**src/design/vadpcm_pkg.sv**
```systemverilog
// vadpcm_pkg: shared types, constants, the step-size table and the index-move
// function for the variable-rate adpcm decoder; no dependencies
`default_nettype none

package vadpcm_pkg;

  // sequencer states
  typedef enum logic {
    ST_IDLE,
    ST_RUN
  } vad_state_e;

  localparam int unsigned PRED_W = 12;
  localparam int unsigned STEP_W = 14;
  localparam int unsigned IDX_W  = 7;

  localparam logic [IDX_W-1:0] RESET_STEP       = 7'd40;
  localparam logic [IDX_W-1:0] SMALL_STEP_LIMIT = 7'd18;
  localparam logic [IDX_W-1:0] STEP_MAX         = 7'd79;

  localparam logic signed [PRED_W-1:0] PRED_MIN = -12'sd2048;
  localparam logic signed [PRED_W-1:0] PRED_MAX = 12'sd2047;

  // ima step-size table, 80 entries
  function automatic logic [STEP_W-1:0] vad_step_size(input logic [IDX_W-1:0] idx);
    logic [STEP_W-1:0] s;
    case (idx)
      7'd0:  s = 14'd7;     7'd1:  s = 14'd8;     7'd2:  s = 14'd9;     7'd3:  s = 14'd10;
      7'd4:  s = 14'd11;    7'd5:  s = 14'd12;    7'd6:  s = 14'd13;    7'd7:  s = 14'd14;
      7'd8:  s = 14'd16;    7'd9:  s = 14'd17;    7'd10: s = 14'd19;    7'd11: s = 14'd21;
      7'd12: s = 14'd23;    7'd13: s = 14'd25;    7'd14: s = 14'd28;    7'd15: s = 14'd31;
      7'd16: s = 14'd34;    7'd17: s = 14'd37;    7'd18: s = 14'd41;    7'd19: s = 14'd45;
      7'd20: s = 14'd50;    7'd21: s = 14'd55;    7'd22: s = 14'd60;    7'd23: s = 14'd66;
      7'd24: s = 14'd73;    7'd25: s = 14'd80;    7'd26: s = 14'd88;    7'd27: s = 14'd97;
      7'd28: s = 14'd107;   7'd29: s = 14'd118;   7'd30: s = 14'd130;   7'd31: s = 14'd143;
      7'd32: s = 14'd157;   7'd33: s = 14'd173;   7'd34: s = 14'd190;   7'd35: s = 14'd209;
      7'd36: s = 14'd230;   7'd37: s = 14'd253;   7'd38: s = 14'd279;   7'd39: s = 14'd307;
      7'd40: s = 14'd337;   7'd41: s = 14'd371;   7'd42: s = 14'd408;   7'd43: s = 14'd449;
      7'd44: s = 14'd494;   7'd45: s = 14'd544;   7'd46: s = 14'd598;   7'd47: s = 14'd658;
      7'd48: s = 14'd724;   7'd49: s = 14'd796;   7'd50: s = 14'd876;   7'd51: s = 14'd963;
      7'd52: s = 14'd1060;  7'd53: s = 14'd1166;  7'd54: s = 14'd1282;  7'd55: s = 14'd1411;
      7'd56: s = 14'd1552;  7'd57: s = 14'd1707;  7'd58: s = 14'd1878;  7'd59: s = 14'd2066;
      7'd60: s = 14'd2272;  7'd61: s = 14'd2499;  7'd62: s = 14'd2749;  7'd63: s = 14'd3024;
      7'd64: s = 14'd3327;  7'd65: s = 14'd3660;  7'd66: s = 14'd4026;  7'd67: s = 14'd4428;
      7'd68: s = 14'd4871;  7'd69: s = 14'd5358;  7'd70: s = 14'd5894;  7'd71: s = 14'd6484;
      7'd72: s = 14'd7132;  7'd73: s = 14'd7845;  7'd74: s = 14'd8630;  7'd75: s = 14'd9493;
      7'd76: s = 14'd10442; 7'd77: s = 14'd11487; 7'd78: s = 14'd12635;
      default: s = 14'd13899;
    endcase
    return s;
  endfunction

  // index move for a 4-bit code, by its magnitude bits
  function automatic logic signed [4:0] vad_move_four(input logic [2:0] mag);
    logic signed [4:0] m;
    case (mag)
      3'd4:    m = 5'sd2;
      3'd5:    m = 5'sd4;
      3'd6:    m = 5'sd6;
      3'd7:    m = 5'sd8;
      default: m = -5'sd1;
    endcase
    return m;
  endfunction

endpackage

`default_nettype wire

```
**src/design/vadpcm_in_if.sv**
```systemverilog
// vadpcm_in_if: valid/ready channel carrying one packed code byte
// no dependencies
`default_nettype none

interface vadpcm_in_if;
  logic       valid;
  logic       ready;
  logic [7:0] code_byte;
  logic       track_end;

  modport source (output valid, output code_byte, output track_end, input ready);
  modport sink   (input valid, input code_byte, input track_end, output ready);
endinterface

`default_nettype wire

```
**src/design/vadpcm_out_if.sv**
```systemverilog
// vadpcm_out_if: valid/ready channel carrying one decoded pcm sample
// no dependencies
`default_nettype none

interface vadpcm_out_if;
  logic               valid;
  logic               ready;
  logic signed [15:0] pcm_sample;
  logic               last_of_byte;
  logic               last_of_track;

  modport source (output valid, output pcm_sample, output last_of_byte,
                  output last_of_track, input ready);
  modport sink   (input valid, input pcm_sample, input last_of_byte,
                  input last_of_track, output ready);
endinterface

`default_nettype wire

```
**src/design/variable_ima_adpcm_decoder.sv**
```systemverilog
// variable_ima_adpcm_decoder: top level, byte sequencer and shared code unit
// depends on vadpcm_pkg, vadpcm_in_if, vadpcm_out_if
//
//   channel | dir | payload                                    | transaction
//   code_i  | in  | code_byte[7:0], track_end                  | valid & ready
//   pcm_o   | out | pcm_sample[15:0], last_of_byte, last_of_track | valid & ready
//
// a byte is taken while idle, then decoded one code per cycle, 2 to 4
// codes, when the output keeps up; a new byte is taken only after its last code
// the single code unit (step table, difference adder, clamps) sets that rate
// code_i is ready only while no byte is being decoded
// a stalled output register holds the code unit; nothing is lost or repeated
// rst_ni clears predictor to 0 and step index to 40, no clearing pass
`default_nettype none

module variable_ima_adpcm_decoder
  import vadpcm_pkg::*;
(
  input  wire             clk_i,
  input  wire             rst_ni,
  vadpcm_in_if.sink       code_i,
  vadpcm_out_if.source    pcm_o
);

  vad_state_e state_q, state_d;

  logic signed [PRED_W-1:0] pred_q, pred_d;
  logic [IDX_W-1:0]         idx_q, idx_d;
  logic [1:0]               pos_q, pos_d;
  logic [7:0]               bits_q, bits_d;
  logic                     end_q, end_d;

  logic                     out_valid_q, out_valid_d;
  logic signed [15:0]       out_sample_q, out_sample_d;
  logic                     out_lob_q, out_lob_d;
  logic                     out_lot_q, out_lot_d;

  logic in_ready;
  logic step_en;

  // shared code unit signals
  logic [STEP_W-1:0]        step_sz;
  logic                     small_code;
  logic [15:0]              mag;
  logic                     neg;
  logic signed [4:0]        move;
  logic signed [16:0]       sum;
  logic signed [PRED_W-1:0] pred_new;
  logic signed [7:0]        idx_sum;
  logic [IDX_W-1:0]         idx_new;
  logic [2:0]               pos_next;
  logic                     last_code;

  // code unit: one code per cycle while the output register is not stalled
  always_comb begin
    step_sz    = vad_step_size(idx_q);
    small_code = (idx_q < SMALL_STEP_LIMIT) || (pos_q == 2'd3);
    mag        = {5'b0, step_sz[STEP_W-1:3]};
    if (small_code) begin
      if (bits_q[0]) mag = mag + {2'b0, step_sz};
      neg  = bits_q[1];
      move = bits_q[0] ? 5'sd2 : -5'sd1;
    end else begin
      if (bits_q[0]) mag = mag + {4'b0, step_sz[STEP_W-1:2]};
      if (bits_q[1]) mag = mag + {3'b0, step_sz[STEP_W-1:1]};
      if (bits_q[2]) mag = mag + {2'b0, step_sz};
      neg  = bits_q[3];
      move = vad_move_four(bits_q[2:0]);
    end
    sum = {{5{pred_q[PRED_W-1]}}, pred_q}
        + (neg ? -$signed({1'b0, mag}) : $signed({1'b0, mag}));
    if (sum < $signed({{5{PRED_MIN[PRED_W-1]}}, PRED_MIN})) begin
      pred_new = PRED_MIN;
    end else if (sum > $signed({5'b0, PRED_MAX})) begin
      pred_new = PRED_MAX;
    end else begin
      pred_new = sum[PRED_W-1:0];
    end
    idx_sum = $signed({1'b0, idx_q}) + {{3{move[4]}}, move};
    if (idx_sum < 8'sd0) begin
      idx_new = '0;
    end else if (idx_sum > $signed({1'b0, STEP_MAX})) begin
      idx_new = STEP_MAX;
    end else begin
      idx_new = idx_sum[IDX_W-1:0];
    end
    pos_next  = {1'b0, pos_q} + (small_code ? 3'd1 : 3'd2);
    last_code = pos_next[2];
  end

  // sequencer state, output valid, predictor, step index and code position registers
  always_ff @(posedge clk_i or negedge rst_ni) begin
    if (!rst_ni) begin
      state_q     <= ST_IDLE;
      out_valid_q <= 1'b0;
      pred_q      <= '0;
      idx_q       <= RESET_STEP;
      pos_q       <= '0;
    end else begin
      state_q     <= state_d;
      out_valid_q <= out_valid_d;
      pred_q      <= pred_d;
      idx_q       <= idx_d;
      pos_q       <= pos_d;
    end
  end

  // payload registers
  always_ff @(posedge clk_i) begin
    bits_q       <= bits_d;
    end_q        <= end_d;
    out_sample_q <= out_sample_d;
    out_lob_q    <= out_lob_d;
    out_lot_q    <= out_lot_d;
  end

  // next state and datapath control
  always_comb begin
    state_d      = state_q;
    in_ready     = 1'b0;
    step_en      = 1'b0;
    pred_d       = pred_q;
    idx_d        = idx_q;
    pos_d        = pos_q;
    bits_d       = bits_q;
    end_d        = end_q;
    out_sample_d = out_sample_q;
    out_lob_d    = out_lob_q;
    out_lot_d    = out_lot_q;
    out_valid_d  = out_valid_q && !pcm_o.ready;
    case (state_q)
      ST_IDLE: begin
        in_ready = 1'b1;
        if (code_i.valid) begin
          bits_d  = code_i.code_byte;
          end_d   = code_i.track_end;
          pos_d   = '0;
          state_d = ST_RUN;
        end
      end
      ST_RUN: begin
        step_en = !out_valid_q || pcm_o.ready;
        if (step_en) begin
          out_valid_d  = 1'b1;
          out_sample_d = {pred_new, 4'b0};
          out_lob_d    = last_code;
          out_lot_d    = last_code && end_q;
          bits_d       = small_code ? {2'b0, bits_q[7:2]} : {4'b0, bits_q[7:4]};
          pos_d        = pos_next[1:0];
          if (last_code && end_q) begin
            pred_d = '0;
            idx_d  = RESET_STEP;
          end else begin
            pred_d = pred_new;
            idx_d  = idx_new;
          end
          if (last_code) state_d = ST_IDLE;
        end
      end
      default: begin
        state_d = ST_IDLE;
      end
    endcase
  end

  assign code_i.ready        = in_ready;
  assign pcm_o.valid         = out_valid_q;
  assign pcm_o.pcm_sample    = out_sample_q;
  assign pcm_o.last_of_byte  = out_lob_q;
  assign pcm_o.last_of_track = out_lot_q;

`ifndef SYNTHESIS
  // step index stays inside the table
  a_idx_range: assert property (@(posedge clk_i) disable iff (!rst_ni)
    idx_q <= STEP_MAX)
    else $error("step index out of range");

  // end of track restores the start state
  a_track_reset: assert property (@(posedge clk_i) disable iff (!rst_ni)
    (step_en && last_code && end_q) |=> (pred_q == '0 && idx_q == RESET_STEP))
    else $error("state not restored after end of track");

  // an accepted byte starts decoding at its first code
  a_byte_start: assert property (@(posedge clk_i) disable iff (!rst_ni)
    (code_i.valid && code_i.ready) |=> (state_q == ST_RUN && pos_q == 2'd0))
    else $error("byte did not start at first code");

  // end of track is only flagged on the final sample of a byte
  a_lot_lob: assert property (@(posedge clk_i) disable iff (!rst_ni)
    (out_valid_q && out_lot_q) |-> out_lob_q)
    else $error("last_of_track without last_of_byte");

  // no code is computed while a byte is being taken
  a_no_overlap: assert property (@(posedge clk_i) disable iff (!rst_ni)
    step_en |-> !in_ready)
    else $error("code step while accepting a byte");
`endif

endmodule

`default_nettype wire
```
**src/flat_wrapper.sv**
```systemverilog
// flat-port wrapper written by rule: the top's interface ports become plain ports
module variable_ima_adpcm_decoder_flat import vadpcm_pkg::*;
  (clk_i, rst_ni, code_i_valid, code_i_code_byte, code_i_track_end, code_i_ready, pcm_o_valid, pcm_o_pcm_sample, pcm_o_last_of_byte, pcm_o_last_of_track, pcm_o_ready);
  vadpcm_in_if code_i_i ();
  vadpcm_out_if pcm_o_i ();
  input  wire clk_i;
  input  wire rst_ni;
  input wire logic [$bits(code_i_i.valid)-1:0] code_i_valid;
  input wire logic [$bits(code_i_i.code_byte)-1:0] code_i_code_byte;
  input wire logic [$bits(code_i_i.track_end)-1:0] code_i_track_end;
  output wire logic [$bits(code_i_i.ready)-1:0] code_i_ready;
  output wire logic [$bits(pcm_o_i.valid)-1:0] pcm_o_valid;
  output wire logic [$bits(pcm_o_i.pcm_sample)-1:0] pcm_o_pcm_sample;
  output wire logic [$bits(pcm_o_i.last_of_byte)-1:0] pcm_o_last_of_byte;
  output wire logic [$bits(pcm_o_i.last_of_track)-1:0] pcm_o_last_of_track;
  input wire logic [$bits(pcm_o_i.ready)-1:0] pcm_o_ready;
  assign code_i_i.valid = code_i_valid;
  assign code_i_i.code_byte = code_i_code_byte;
  assign code_i_i.track_end = code_i_track_end;
  assign code_i_ready = code_i_i.ready;
  assign pcm_o_valid = pcm_o_i.valid;
  assign pcm_o_pcm_sample = pcm_o_i.pcm_sample;
  assign pcm_o_last_of_byte = pcm_o_i.last_of_byte;
  assign pcm_o_last_of_track = pcm_o_i.last_of_track;
  assign pcm_o_i.ready = pcm_o_ready;
  variable_ima_adpcm_decoder u_core (.clk_i(clk_i), .rst_ni(rst_ni), .code_i(code_i_i), .pcm_o(pcm_o_i));
endmodule
```
**config.mk**
```make
export PLATFORM = sky130hd
export DESIGN_NAME = variable_ima_adpcm_decoder_flat
export DESIGN_NICKNAME = d
export VERILOG_FILES = /design/src/design/vadpcm_pkg.sv /design/src/design/vadpcm_in_if.sv /design/src/design/vadpcm_out_if.sv /design/src/design/variable_ima_adpcm_decoder.sv /design/src/flat_wrapper.sv
export SDC_FILE = /design/constraint.sdc
export NUM_CORES = 1
export LEC_CHECK = 0
export ABC_CLOCK_PERIOD_IN_PS = 8850
export BUFFER_PORTS_ARGS = -buffer_cell sky130_fd_sc_hd__clkbuf_2
export CORE_AREA = 2 2 125 127
export CTS_CLUSTER_DIAMETER = 50
export DETAILED_ROUTE_END_ITERATION = 7
export DIE_AREA = 0 0 127 129
export GPL_TIMING_DRIVEN = 0
export PLACE_DENSITY = 0.85
export SETUP_SLACK_MARGIN = 0.2
export SYNTH_ARGS = -nofsm -noshare
export SYNTH_HDL_FRONTEND = slang
export SYNTH_SLANG_ARGS = --single-unit
```
**constraint.sdc**
```tcl
create_clock -name clk_i -period 8.85 [get_ports clk_i]
set_input_delay 0.4425 -clock clk_i [delete_from_list [all_inputs] [get_ports clk_i]]
set_output_delay 0.4425 -clock clk_i [all_outputs]
set_load 0.1 [all_outputs]
```
==> results of run 1 <==
[cell families (layout without fill, tap and decap cells)]
family / after synthesis / after routing / share of synthesized area [%]
compound gates: 385 / 385 / 32.40
buf+inv: 107 / 255 / 5.686
flops: 46 / 46 / 15.58
xor+xnor: 57 / 57 / 6.132
simple gates: 359 / 360 / 22.28
mux: 16 / 16 / 2.566
fa+ha+maj: 96 / 96 / 15.31
other cells: 1 / 4 / 0.04606
[what timing repair did]
action / in CTS / in global routing
buffers inserted: 78 / 32
cloned: 2 / 1
pin swaps: 74 / 57
setup endpoints to repair: 24 / 24
resized for setup: 103 / 111
[final cells by class]
type,count,area [um^2],share of cell area [%]
buffer,57,447.9,4.160
clock buffer,6,128.9,1.197
clock inverter,2,13.76,0.1278
inverter,50,198.9,1.848
multi-input combinational,918,7387,68.61
sequential,46,1272,11.82
tap,188,235.2,2.185
timing repair buffer,140,1082,10.05
[per-stage QoR]
| stage | util, % | TNS, ns | worst slack [ns] | area (um^2) | cells |
|---|---|---|---|---|---|
| global placement | 58.78 | -38.25 | -1.749 | 8803 | 1286 |
| CTS | 66.93 | -6.299 | -0.3668 | 10020 | 1374 |
| detailed placement | 58.78 | -39.53 | -1.794 | 8803 | 1286 |
| global route | 71.89 | -22.28 | -1.060 | 10770 | 1407 |
| finish | 71.89 | -18.68 | -0.9400 | 10770 | 1407 |
| floorplan | - | 0 | 0.02551 | 8428 | 1070 |
[worst paths after layout]
path / from / endpoint / slack [ns]
setup reg to reg: u_core.idx_q[3]$_DFFE_PN1P_ / u_core.pred_q[4]$_DFFE_PN0P_ / -0.94
hold / removal: rst_ni / u_core.pred_q[7]$_DFFE_PN0P_ / 0.17
setup / recovery: u_core.idx_q[3]$_DFFE_PN1P_ / u_core.pred_q[4]$_DFFE_PN0P_ / -0.94
hold reg to reg: u_core.pred_q[10]$_DFFE_PN0P_ / u_core.pred_q[10]$_DFFE_PN0P_ / 0.54
min in group clk_i: code_i_track_end / u_core.end_q$_DFFE_PP_ / 0.34
max in group asynchronous: rst_ni / u_core.idx_q[2]$_DFFE_PN0P_ / 8.21
[sequential cells by signal (all words and copies together), names as in the netlist]
signal                      count
u_core.idx_q                    7
u_core.pos_q                    2
u_core.pcm_o.pcm_sample        12
u_core.end_q                    1
u_core.state_q                  1
u_core.bits_q                   8
u_core.pcm_o.last_of_track      1
u_core.pcm_o.valid              1
u_core.pcm_o.last_of_byte       1
u_core.pred_q                  12
[placed cells by master (no fill, tap or decap), drive strengths merged, types with 11 or more instances in the layout]
| cell type | n |
|---|---|
| o21a | 18 |
| a31oi | 21 |
| o21ai | 72 |
| nor2 | 101 |
| nand2b | 17 |
| dfrtp | 21 |
| inv | 46 |
| o22ai | 15 |
| o211ai | 11 |
| nor3 | 30 |
| edfxtp | 23 |
| nand2 | 100 |
| ha | 90 |
| a21oi | 91 |
| xnor2 | 39 |
| clkbuf | 61 |
| xor2 | 18 |
| nor2b | 26 |
| nand3 | 22 |
| a21o | 27 |
| a211oi | 23 |
| buf | 142 |
[worst max-delay path, delay by kind of cell, from the launching register on]
kind / cells / cell delay [ns]
compound gates: 17 / 4.04
simple gates: 9 / 1.45
fa+ha+maj: 4 / 1.44
buf+inv: 9 / 1.33
mux: 2 / 0.62
flops: 1 / 0.57
xor+xnor: 2 / 0.24
[metal layers]
layer / up-vias / share of wire, % / global-route usage (%)
li1: 4304 / - / -
met1: 4619 / 37 / 45.61
met2: 843 / 45 / 58.48
met3: 260 / 12 / 4.823
met4: 0 / 7.2 / 15.00
met5: - / 0 / 0
==> metrics.yaml, run 1 <==
run_status:
  status: "finished with violations"
  violations: "design-rule violations, negative setup slack"
drt:
  vias: 10030
  firstDrtPassIters: 8
  drt_drc_violations_left: 17
  ant_nets: 0
  wl_per_cell_um: 23.54
  viasPerCell: 7.126
  first_iter_violations: 1621
  drt_wl_total_um: 33110
global_routing:
  grt_pass1_vias: 8937
  grt_pass1_wl_um: 46510
  overflow: 0
  antenna_found_initial: 0
  grt.total_usage_pct: 35.00
  grt_max_degree: 24
synthesis:
  synth_common_cells: "99 x nor2_1, 98 x nand2_1, 91 x a21oi_1, 90 x ha_1, 62 x o21ai_0"
  synthesis.area_mm2: 0.008142
  synthArstFlopShare_pct: 50.00
  avgSynthCellArea_um2: 7.630
  ys_seq_area_share_pct: 15.58
  synth_ff_type: "edfxtp_1"
  synth.distinct_cells: 100
  yosys_warnings: 0
  synth.top_cell.area_share_pct: 13.83
  yosys.area.top_type: "ha_1"
  synth_area_leaders: "ha_1 14%, edfxtp_1 8.5%, dfrtp_1 6.5%"
  ys_ff_latch: 46
  synth_cells: 1067
  synthMostInstantiatedCell: "nor2_1"
  synth_enable_flop_cells: 23
floorplanning:
  io_pins: 33
  core_mm2: 0.01498
  fp-row-count: 45
  die_y_um: 129
  start_util_pct: 54.36
  die_area_mm2: 0.01638
  die_x_um: 127
final_layout:
  diodes: 0
  nFillCells: 1022
  area_delta_synth_final_pct: 32.24
  drive_gt1_share_pct: 29.45
  nNetsFinal: 1327
critical_path:
  worstSetupEndpointType: "flip-flop"
  startpoint_type: "flip-flop"
  worstPathArrival_ns: 10.01
  r2r_cells: 43
  required_ns: 9.07
  path_max_fanout: 10
  slowest_stage: "dfstp_2"
  path_class: "flip-flop to flip-flop"
  slowest_delay_ns: 0.57
sta:
  setup_ws_ns: -0.9400
  timing.fmax_mhz: 102.1
  hold_ws_ns: 0.1671
  rsz0062_at_grt: "true"
  min_period_ns: 9.790
  drv_slew: 0
  worst_pin_slew_ns: 1.145
  post-route-period-util_pct: 110.6
  fin_skew_ns: 0.007201
  setup_viol_count_final: 24
  timing_hold_violations_final: 0
  relSlewSlack_pct: 21.67
run:
  maxCapViolations: 0
cts:
  root_buffer: "clkbuf_16"
  clk_path_buf_depth: 2
  clkLatencyLatePin_ns: 0.30
  cts_tree: "built"
  clk_pin_slew_ns: 0.07
  numCtsBuffers: 5
  ctsHoldBuffers: 0
  cts_sinks: 46
  htreeDepth: 2
worst_hold_path:
  hold_class: "input port to asynchronous set/reset pin"
place:
  globalplace.congestion: 1.021
  io_buffer_count: 28
  hpwl_um: 20280
Power of run 1 is left out: the tool's default activity adds up to more than one toggle a clock period on the data nets, which glitch-free logic cannot reach.
==> run 2: changes to the inputs <==
--- a/config.mk
+++ b/config.mk
@@ -5,14 +5,14 @@
 export SDC_FILE = /design/constraint.sdc
 export NUM_CORES = 1
 export LEC_CHECK = 0
-export ABC_CLOCK_PERIOD_IN_PS = 8850
+export ABC_CLOCK_PERIOD_IN_PS = 10550
 export BUFFER_PORTS_ARGS = -buffer_cell sky130_fd_sc_hd__clkbuf_2
 export CORE_AREA = 2 2 125 127
 export CTS_CLUSTER_DIAMETER = 50
 export DETAILED_ROUTE_END_ITERATION = 7
 export DIE_AREA = 0 0 127 129
 export GPL_TIMING_DRIVEN = 0
-export PLACE_DENSITY = 0.85
+export PLACE_DENSITY = 0.82
 export SETUP_SLACK_MARGIN = 0.2
 export SYNTH_ARGS = -nofsm -noshare
 export SYNTH_HDL_FRONTEND = slang
==> constraint.sdc (replaced) <==
create_clock -name clk_i -period 10.55 [get_ports clk_i]
set_input_delay 0.5275 -clock clk_i [delete_from_list [all_inputs] [get_ports clk_i]]
set_output_delay 0.5275 -clock clk_i [all_outputs]
set_load 0.1 [all_outputs]
==> run 2 against run 1 <==
Against the previous run: the flow now finishes without violations; utilization shrank 9.2 points; die area did not move; non-clock buffer count decreased by 70; critical path type unchanged; highest routed layer unchanged.
==> metrics.yaml, run 2 (same netlist as run 1, synthesis figures left out) <==
run_status:
  status: "finished, final reports clean"
critical_path:
  slowest_delay_ns: 0.64  # +0.07 ns
  required_ns: 10.59  # +1.52 ns
  startpoint_type: "flip-flop"
  cp.buffers_inverters: 4  # -5
  worstPathArrival_ns: 10.45  # +0.44 ns
  slowest_stage: "dfstp_2"
  worstSetupEndpointType: "flip-flop"
  path_class: "flip-flop to flip-flop"
  path_max_fanout: 10  # unchanged
  crit_family: "compound AO/OA/AOI/OAI gates"
final_layout:
  multiInputGateArea_mm2: 0.006728  # -8.9%
  nFillCells: 1349  # +32%
  utilization_pct: 62.65  # -9.2 points
  area_delta_synth_final_pct: 15.25
  diodes: 0  # unchanged
  fin_area_mm2: 0.009383  # -13%
  layout_common_cells: "97 x nand2_1, 96 x nor2_1, 82 x ha_1, 81 x a21oi_1, 56 x o21ai_0"
  stdcell_count: 1337  # -5.0%
  seq_area_mm2: 0.001272  # unchanged
  drive_gt1_share_pct: 18.02  # -11 points
  nNetsFinal: 1257  # -5.3%
  final_common_cell: "nand2_1"
global_routing:
  grt_pass1_vias: 8279  # -7.4%
  grt.total_usage_pct: 31.80  # -3.2 points
  overflow: 0  # unchanged
  grt_max_degree: 24  # unchanged
  grt_pass1_wl_um: 42520  # -8.6%
  antenna_found_initial: 0  # unchanged
floorplanning:
  fp-row-count: 45  # unchanged
  core_mm2: 0.01498  # unchanged
  io_pins: 33  # unchanged
  die_area_mm2: 0.01638  # unchanged
  start_util_pct: 54.36  # unchanged
  die_y_um: 129  # unchanged
  die_x_um: 127  # unchanged
drt:
  drt_drc_violations_left: 0  # -17
  drt_wl_total_um: 27350  # -17%
  vias: 9114  # -9.1%
  ant_nets: 0  # unchanged
  viasPerCell: 6.817  # -4.3%
  wl_per_cell_um: 20.45  # -13%
  first_iter_violations: 1307  # -19%
  firstDrtPassIters: 6  # -2
cts:
  cts_sinks: 46  # unchanged
  ctsHoldBuffers: 0  # unchanged
  cts_tree: "built"
  root_buffer: "clkbuf_16"
  numCtsBuffers: 5  # unchanged
  clk_path_buf_depth: 2  # unchanged
  clk_pin_slew_ns: 0.07  # about the same
  clkLatencyLatePin_ns: 0.29  # about the same
  htreeDepth: 2  # unchanged
sta:
  fin_skew_ns: 0.006228  # -0.0009727 ns
  relSlewSlack_pct: 28.22  # +6.5 points
  setup_viol_count_final: 0  # -100%
  timing_hold_violations_final: 0  # unchanged
  post-route-period-util_pct: 98.66  # -12 points
  timing.fmax_mhz: 96.08  # -5.9%
  tns_ns: 0  # +18.68 ns
  min_period_ns: 10.41  # +0.6182 ns
  worst_pin_slew_ns: 1.069  # -0.07674 ns
  drv_slew: 0  # unchanged
place:
  io_buffer_count: 28  # unchanged
  placed_cell_area_mm2: 0.008543  # -3.0%
  hpwl_um: 19750  # -2.6%
  dpl.cell_count: 1286  # unchanged
  globalplace.congestion: 1.041  # +1.9%
worst_hold_path:
  hold_class: "input port to asynchronous set/reset pin"
run:
  maxCapViolations: 0  # unchanged
run 2: path summary, 6_finish.rpt:
| kind | startpoint | endpoint | slack, ns | cells past startpoint |
|---|---|---|---|---|
| max | u_core.idx_q[3]$_DFFE_PN1P_ | u_core.pcm_o.pcm_sample[13]$_DFFE_PP_ | 0.14 | 42 |
| min | rst_ni | u_core.pred_q[8]$_DFFE_PN0P_ | 0.24 | 1 |
| max reg2reg | u_core.idx_q[3]$_DFFE_PN1P_ | u_core.pcm_o.pcm_sample[13]$_DFFE_PP_ | 0.14 | 42 |
| min reg2reg | u_core.pred_q[3]$_DFFE_PN0P_ | u_core.pred_q[3]$_DFFE_PN0P_ | 0.50 | 2 |
| max in group asynchronous | rst_ni | u_core.idx_q[2]$_DFFE_PN0P_ | 9.86 | 1 |
| min in group clk_i | code_i_track_end | u_core.end_q$_DFFE_PP_ | 0.41 | 1 |
run 2: through the flow:
step / hold WS (ns) / setup slack [ns]
5_1_grt: 0.2769 / -0.1074
3_5_place_dp: 0.4852 / -0.9916
3_3_place_gp: 0.4819 / -1.312
2_1_floorplan: 0.2319 / 0.7164
6_report: 0.2438 / 0.1418
4_1_cts: 0.2571 / 0.2108
run 2: worst register-to-register path: cells and delay by family (launching register included):
kind / cells / cell delay [ns]
compound gates: 20 / 4.45
xor+xnor: 2 / 0.51
simple gates: 10 / 1.64
mux: 1 / 0.31
buf+inv: 4 / 0.77
fa+ha+maj: 5 / 1.85
flops: 1 / 0.64
run 2: layout make-up:
type                    count  area share [%]
plain buffers              57           3.387
clock buffers               6           1.374
clock inverters             2          0.4001
inverters                  50           2.080
multi-input cells         918           71.70
flip-flops and latches     46           13.56
well taps                 188           2.507
repair buffers             70           4.987
run 2: per-layer routing:
layer	global-route usage, %	vias to the layer above	wire (um)
li1	-	4162	-
met1	43.82	4267	11220
met2	51.68	573	12400
met3	3.825	112	2615
met4	11.44	0	1119
met5	0	-	0
run 2: repair_timing:
| item | CTS | global route |
|---|---|---|
| setup endpoints to repair | 24 | 24 |
| pin swaps | 5 | 34 |
| resized for setup | 29 | 76 |
| buffers inserted | 7 | 35 |
| cloned | 0 | 1 |
Power of run 2 is left out for the same reason.
